--- config.mk ---
export PLATFORM = sky130hd
export DESIGN_NAME = two_way_sorted_stream_merge
export DESIGN_NICKNAME = d
export VERILOG_FILES = /design/src/rtl/tsm_pkg.sv /design/src/rtl/tsm_ram.sv /design/src/rtl/two_way_sorted_stream_merge.sv
export SDC_FILE = /design/constraint.sdc
export NUM_CORES = 2
export LEC_CHECK = 0
export BUFFER_PORTS_ARGS = -buffer_cell sky130_fd_sc_hd__buf_2
export CAP_MARGIN = 20
export CORE_UTILIZATION = 40
export DETAILED_ROUTE_END_ITERATION = 12
export GPL_ROUTABILITY_DRIVEN = 1
export PLACE_DENSITY = 0.65
export SETUP_SLACK_MARGIN = 0.5
export SYNTH_ARGS = -nofsm -noshare
export SYNTH_HDL_FRONTEND = slang
export SYNTH_SLANG_ARGS = --single-unit
--- constraint.sdc ---
create_clock -name i_clk -period 14.5 [get_ports i_clk]
set_input_delay 2.9 -clock i_clk [delete_from_list [all_inputs] [get_ports i_clk]]
set_output_delay 2.9 -clock i_clk [all_outputs]
set_load 0.05 [all_outputs]
--- src/rtl/tsm_pkg.sv ---
// shared constants for the two-way sorted stream merge
// no dependencies
`timescale 1ns / 1ps
`default_nettype none

package tsm_pkg;

    localparam int FIFO_DEPTH_DEF = 32;
    localparam int VALUE_BITS_DEF = 31;

endpackage

`default_nettype wire

--- src/rtl/tsm_ram.sv ---
// per-side value store: one write port, one registered read port
// depends on tsm_pkg for default sizes
`timescale 1ns / 1ps
`default_nettype none

module tsm_ram #(
    parameter int DEPTH = tsm_pkg::FIFO_DEPTH_DEF,
    parameter int WIDTH = tsm_pkg::VALUE_BITS_DEF,
    parameter int ADDR_W = (DEPTH > 1) ? $clog2(DEPTH) : 1
) (
    input  wire logic              i_clk,
    input  wire logic              i_we,
    input  wire logic [ADDR_W-1:0] i_waddr,
    input  wire logic [WIDTH-1:0]  i_wdata,
    input  wire logic [ADDR_W-1:0] i_raddr,
    output logic      [WIDTH-1:0]  o_rdata
);
    import tsm_pkg::*;

    logic [WIDTH-1:0] r_mem [DEPTH];

    always_ff @(posedge i_clk) begin
        if (i_we) begin
            r_mem[i_waddr] <= i_wdata;
        end
    end

    always_ff @(posedge i_clk) begin
        o_rdata <= r_mem[i_raddr];
    end

endmodule

`default_nettype wire

--- src/rtl/two_way_sorted_stream_merge.sv ---
// Two-way merge of ascending streams, one FIFO memory per side.
// An item that releases no result, or a dropped push, returns the block to idle for the next item;
// an item that releases merge results goes through S_FETCH to S_PICK, which loads one
// result per cycle unless the output stalls; the input stalls until the block is idle.
// A dropped push is flagged in the cycle after its transfer; output stalls delay results.
// Reset (synchronous, active low) clears counts, pointers, end flags and control.
`timescale 1ns / 1ps
`default_nettype none

module two_way_sorted_stream_merge #(
    parameter int FIFO_DEPTH = tsm_pkg::FIFO_DEPTH_DEF,
    parameter int VALUE_BITS = tsm_pkg::VALUE_BITS_DEF
) (
    input  wire logic                  i_clk,
    input  wire logic                  i_rst_n,
    input  wire logic                  i_in_valid,
    output logic                       o_in_stall,
    input  wire logic                  i_side,
    input  wire logic [VALUE_BITS-1:0] i_sample,
    input  wire logic                  i_end_mark,
    output logic                       o_out_valid,
    input  wire logic                  i_out_stall,
    output logic      [VALUE_BITS-1:0] o_merged,
    output logic                       o_end_of_data,
    output logic                       o_overflow,
    output logic                       o_last
);
    import tsm_pkg::*;

    localparam int PTR_W = (FIFO_DEPTH > 1) ? $clog2(FIFO_DEPTH) : 1;
    localparam int CNT_W = $clog2(FIFO_DEPTH + 1);

    typedef enum logic [2:0] {
        S_IDLE  = 3'b001,
        S_FETCH = 3'b010,
        S_PICK  = 3'b100
    } t_state;

    t_state r_state, n_state;
    logic [CNT_W-1:0] r_cnt0, n_cnt0, r_cnt1, n_cnt1;
    logic [PTR_W-1:0] r_head0, n_head0, r_head1, n_head1;
    logic [PTR_W-1:0] r_tail0, n_tail0, r_tail1, n_tail1;
    logic r_end0, n_end0, r_end1, n_end1;

    logic                  r_out_valid;
    logic [VALUE_BITS-1:0] r_out_merged, n_out_merged;
    logic                  r_out_eod, n_out_eod;
    logic                  r_out_ovf, n_out_ovf;
    logic                  r_out_last, n_out_last;
    logic                  load_out;

    logic                  we0, we1;
    logic [VALUE_BITS-1:0] rdata0, rdata1;
    logic                  out_free;
    logic                  in_take;
    logic                  side_ended, side_full;
    logic                  both_have, take0, pop0, pop1, fin;

    function automatic logic [PTR_W-1:0] ptr_adv(input logic [PTR_W-1:0] p);
        return (p == PTR_W'(FIFO_DEPTH - 1)) ? '0 : p + 1'b1;
    endfunction

    // whether the merge can produce a result from this state
    function automatic logic has_work(input logic [CNT_W-1:0] c0, input logic [CNT_W-1:0] c1,
                                      input logic e0, input logic e1);
        logic ne0, ne1;
        ne0 = (c0 != '0);
        ne1 = (c1 != '0);
        return (ne0 && ne1) || (ne0 && e1) || (ne1 && e0) || (e0 && e1 && !ne0 && !ne1);
    endfunction

    assign out_free   = !r_out_valid || !i_out_stall;
    assign o_in_stall = !((r_state == S_IDLE) && out_free);
    assign in_take    = i_in_valid && !o_in_stall;

    tsm_ram #(.DEPTH(FIFO_DEPTH), .WIDTH(VALUE_BITS), .ADDR_W(PTR_W)) u_ram0 (
        .i_clk   (i_clk),
        .i_we    (we0),
        .i_waddr (r_tail0),
        .i_wdata (i_sample),
        .i_raddr (n_head0),
        .o_rdata (rdata0)
    );

    tsm_ram #(.DEPTH(FIFO_DEPTH), .WIDTH(VALUE_BITS), .ADDR_W(PTR_W)) u_ram1 (
        .i_clk   (i_clk),
        .i_we    (we1),
        .i_waddr (r_tail1),
        .i_wdata (i_sample),
        .i_raddr (n_head1),
        .o_rdata (rdata1)
    );

    always_comb begin
        n_state      = r_state;
        n_cnt0       = r_cnt0;
        n_cnt1       = r_cnt1;
        n_head0      = r_head0;
        n_head1      = r_head1;
        n_tail0      = r_tail0;
        n_tail1      = r_tail1;
        n_end0       = r_end0;
        n_end1       = r_end1;
        we0          = 1'b0;
        we1          = 1'b0;
        load_out     = 1'b0;
        n_out_merged = '0;
        n_out_eod    = 1'b0;
        n_out_ovf    = 1'b0;
        n_out_last   = 1'b0;
        side_ended   = i_side ? r_end1 : r_end0;
        side_full    = i_side ? (r_cnt1 == CNT_W'(FIFO_DEPTH)) : (r_cnt0 == CNT_W'(FIFO_DEPTH));
        both_have    = (r_cnt0 != '0) && (r_cnt1 != '0);
        take0        = rdata0 < rdata1;
        pop0         = both_have ? take0 : ((r_cnt0 != '0) && r_end1);
        pop1         = both_have ? !take0 : ((r_cnt1 != '0) && r_end0);
        fin          = r_end0 && r_end1 && (r_cnt0 == '0) && (r_cnt1 == '0);

        case (r_state)
            S_IDLE: begin
                if (in_take) begin
                    if (i_end_mark) begin
                        if (i_side) begin
                            n_end1 = 1'b1;
                        end else begin
                            n_end0 = 1'b1;
                        end
                    end else if (side_ended || side_full) begin
                        // dropped push: single flagged transfer
                        load_out   = 1'b1;
                        n_out_ovf  = 1'b1;
                        n_out_last = 1'b1;
                    end else if (i_side) begin
                        we1     = 1'b1;
                        n_tail1 = ptr_adv(r_tail1);
                        n_cnt1  = r_cnt1 + 1'b1;
                    end else begin
                        we0     = 1'b1;
                        n_tail0 = ptr_adv(r_tail0);
                        n_cnt0  = r_cnt0 + 1'b1;
                    end
                    if (!load_out && has_work(n_cnt0, n_cnt1, n_end0, n_end1)) begin
                        n_state = S_FETCH;
                    end
                end
            end
            S_FETCH: begin
                n_state = S_PICK;
            end
            S_PICK: begin
                if (out_free) begin
                    if (pop0) begin
                        load_out     = 1'b1;
                        n_out_merged = rdata0;
                        n_head0      = ptr_adv(r_head0);
                        n_cnt0       = r_cnt0 - 1'b1;
                    end else if (pop1) begin
                        load_out     = 1'b1;
                        n_out_merged = rdata1;
                        n_head1      = ptr_adv(r_head1);
                        n_cnt1       = r_cnt1 - 1'b1;
                    end else if (fin) begin
                        load_out  = 1'b1;
                        n_out_eod = 1'b1;
                        n_end0    = 1'b0;
                        n_end1    = 1'b0;
                        n_head0   = '0;
                        n_head1   = '0;
                        n_tail0   = '0;
                        n_tail1   = '0;
                    end
                    // next result exists or not depends on counts and flags only
                    n_out_last = fin || !has_work(n_cnt0, n_cnt1, n_end0, n_end1);
                    n_state    = (load_out && !n_out_last) ? S_PICK : S_IDLE;
                end
            end
            default: begin
                n_state = S_IDLE;
            end
        endcase
    end

    always_ff @(posedge i_clk) begin
        if (!i_rst_n) begin
            r_state     <= S_IDLE;
            r_cnt0      <= '0;
            r_cnt1      <= '0;
            r_head0     <= '0;
            r_head1     <= '0;
            r_tail0     <= '0;
            r_tail1     <= '0;
            r_end0      <= 1'b0;
            r_end1      <= 1'b0;
            r_out_valid <= 1'b0;
        end else begin
            r_state <= n_state;
            r_cnt0  <= n_cnt0;
            r_cnt1  <= n_cnt1;
            r_head0 <= n_head0;
            r_head1 <= n_head1;
            r_tail0 <= n_tail0;
            r_tail1 <= n_tail1;
            r_end0  <= n_end0;
            r_end1  <= n_end1;
            if (load_out) begin
                r_out_valid <= 1'b1;
            end else if (!i_out_stall) begin
                r_out_valid <= 1'b0;
            end
        end
    end

    always_ff @(posedge i_clk) begin
        if (load_out) begin
            r_out_merged <= n_out_merged;
            r_out_eod    <= n_out_eod;
            r_out_ovf    <= n_out_ovf;
            r_out_last   <= n_out_last;
        end
    end

    assign o_out_valid   = r_out_valid;
    assign o_merged      = r_out_merged;
    assign o_end_of_data = r_out_eod;
    assign o_overflow    = r_out_ovf;
    assign o_last        = r_out_last;

endmodule

`default_nettype wire
==> results.ini <==
[logic_synthesis]
synthMuxAreaShare_pct=7.45
synth_area_leaders=edfxtp_1 (71%), mux4_2 (4.1%), mux2i_1 (3.4%)
avgSynthCellArea_sq_um=15.9
synth_xor_area_share_pct=0.122
ys_seq_area_share_pct=72.9
ys_types=77
synth-main-ff-cell=edfxtp_1
yosysTopAreaCell=edfxtp_1
syn-instance-count=5414
synth_top_family_by_area=compound AO/OA/AOI/OAI gates
synth_simple_gate_area_share_pct=5.44
synth-adder-area-share_pct=0.714
synth_nets=5500
yosysWarnings=0
ys_ff_latch=2118
synthArstFlopShare_pct=0
yosysTopAreaCellShare_pct=70.6
synth-compound-area-share_pct=9.94
synth_edf_count=2018
synth_area_sq_mm=0.0859

[power]
clockPowerShare_pct=42.8
comb_power_share_pct=2.5
power.static_leakage_nw=30.3
p_seq_share_pct=54.7
p_int_mw=9.79
switching_share_pct=20.8
powerDensity_mw_per_mm2=128
p_sw_mw=2.57
ir_drop_uv=124

[clock_tree]
h-tree-depth=4
ctsResizeCount=0
cts_hold_buf=0
clockBufferDepth=3
clk_pin_slew_ns=0.06
cts_made_buffers=200
clockRootBuffer=clkbuf_16
insertion_delay_ns=0.85
numClockSinks=2118
cts_tree=done
postCtsSetupRepairBufs=0

[timing]
final-max-slew-violation-count=0
rsz0062_at_grt=false
layout_min_cycle_time_ns=7.83
tightest_slew_ns=1.15
maxSlewHeadroom_pct=23.0
timing.final.crit_share_pct=54.0
skew_ns=0.0592
final-setup-viol-count=0
timing.fmax_mhz=128
fin_ws_ns=6.67
hold_viol_final=0
fin_tns_setup_ns=0

[final_layout]
final_area_sq_mm=0.0965
fin_cells=8418
final_cell_mix=edfxtp_1 (2,018), nand2_1 (487), inv_1 (300), mux2i_1 (288), o221ai_1 (270)
drive_above_1_share_pct=14.4
nets=5507
final_util_pct=45.4
area_delta_synth_final_pct=12.4
final_common_cell=edfxtp_1

[placement]
post-place-ws_ns=6.04
io_buffer_count=72
place_congestion=0.864
place_inst=8040
hpwl_mm=128
post_dp_cell_area_sq_mm=0.0898

[run]
maxCapViolCount=0

[drt]
drt_iter0_markers=6916
num_vias=51180
wl_met1_mm=96.7
routed.top_layer=met5
drc=0
route.met3.wl_mm=23.9
drtPass1Iterations=6
viasPerCell=6.08
wl_mm=244
wl_per_cell_microns=28.9
route.met2.wl_mm=112
drtAntennaViolNets=0

[die]
ios=73
die_w_microns=465
rows=169
core_area_sq_mm=0.213
die_y_microns=465
initial_utilization_pct=40.4
dieArea_sq_mm=0.217

[grt]
grt_max_degree=192
grt_pass1_vias=49440
grt-ovfl-total=0
grt.total_usage_pct=22.0
antenna_found_initial=22
grt_first_pass_wirelength_mm=347

[worst_setup_path]
cp-end-kind=register
worstSetupStartpointType=input port
cp_max_fo=50
worstSetupPathType=in2reg
worstPathRequired_ns=15.16
arrival_ns=8.50

[hold_path]
hp-class=reg2reg

[status]
status=finished, final reports clean

[logic make-up after synthesis]
kind of cell             after synthesis
AO/OA/AOI/OAI                       1051
XOR/XNOR                              12
adder cells (fa/ha/maj)               49
buffers and inverters                716
flip-flops                          2118
multiplexers                         444
AND/OR/NAND/NOR                     1024
[final timing paths]
kind,from,endpoint,slack [ns],cells after the start
min reg2reg,r_cnt1[1]$_SDFFE_PN0P_,r_cnt1[1]$_SDFFE_PN0P_,0.56,2
min,r_cnt1[1]$_SDFFE_PN0P_,r_cnt1[1]$_SDFFE_PN0P_,0.56,2
max reg2reg,u_ram1.o_rdata[24]$_DFF_P_,u_ram0.o_rdata[1]$_DFF_P_,7.37,14
max,i_out_stall,u_ram1.o_rdata[21]$_DFF_P_,6.67,12
[layout make-up]
| type | count | area [sq um] |
|---|---|---|
| fillers | 18142 | 116000 |
| inverters | 300 | 1130 |
| diodes | 5 | 12.5 |
| flip-flops and latches | 2118 | 62600 |
| well taps | 2821 | 3530 |
| repair buffers | 221 | 1590 |
| clock buffers | 262 | 5360 |
| clock inverters | 111 | 1280 |
| multi-input cells | 2580 | 21000 |
[flip-flops by register name (all words and copies together), names as in the netlist, 3 cells and up]
signal          cells
u_ram0.r_mem      992
u_ram1.r_mem      992
o_merged           31
u_ram0.o_rdata     31
u_ram1.o_rdata     31
r_cnt0              6
r_cnt1              6
r_head0             5
r_head1             5
r_tail0             5
r_tail1             5
r_state             3
[metal layers]
layer	vias up	global-route usage (%)
met3	463	4.58
met4	8	9.58
li1	21668	-
met2	2755	34.4
met5	-	0
met1	26286	29.7
[synth_stat cells, types with 100 or more instances]
library cell	count
edfxtp_1	2018
nand2_1	490
inv_1	300
mux2i_1	288
o221ai_1	270
clkbuf_1	248
o211ai_1	217
nand3_1	190
mux4_2	156
nor2_1	137
a2111oi_0	123
buf_2	119
dfxtp_1	100
[power by group through the flow]
stage / clock network (mW) / registers (mW) / logic, mW
6_report: 5.28 / 6.76 / 0.313
5_1_grt: 5.58 / 6.75 / 0.334
4_1_cts: 5.34 / 6.76 / 0.309
3_5_place_dp: 0 / 6.89 / 0.308
3_3_place_gp: 0 / 6.89 / 0.299
2_1_floorplan: 0 / 6.88 / 0.119
[per-stage QoR]
| stage | total power [mW] | hold WS, ns |
|---|---|---|
| after CTS | 12.4 | 0.561 |
| after detailed placement | 7.20 | 0.551 |
| after global routing | 12.7 | 0.583 |
| after floorplan | 7.00 | 0.494 |
| final | 12.4 | 0.565 |
| after global placement | 7.19 | 0.531 |
[worst max-delay path: stages]
cell       delay (ns)
buf_2            0.11
nand2_1          0.18
nand2_2          0.06
buf_4            0.32
nor4_2           0.65
nand2_1          0.13
o2bb2ai_1        0.83
a21o_4           0.85
buf_4            0.66
nand2_1          0.59
o221ai_1         0.90
a221oi_1         0.24
Note: power is estimated with default switching activity, not from simulation.
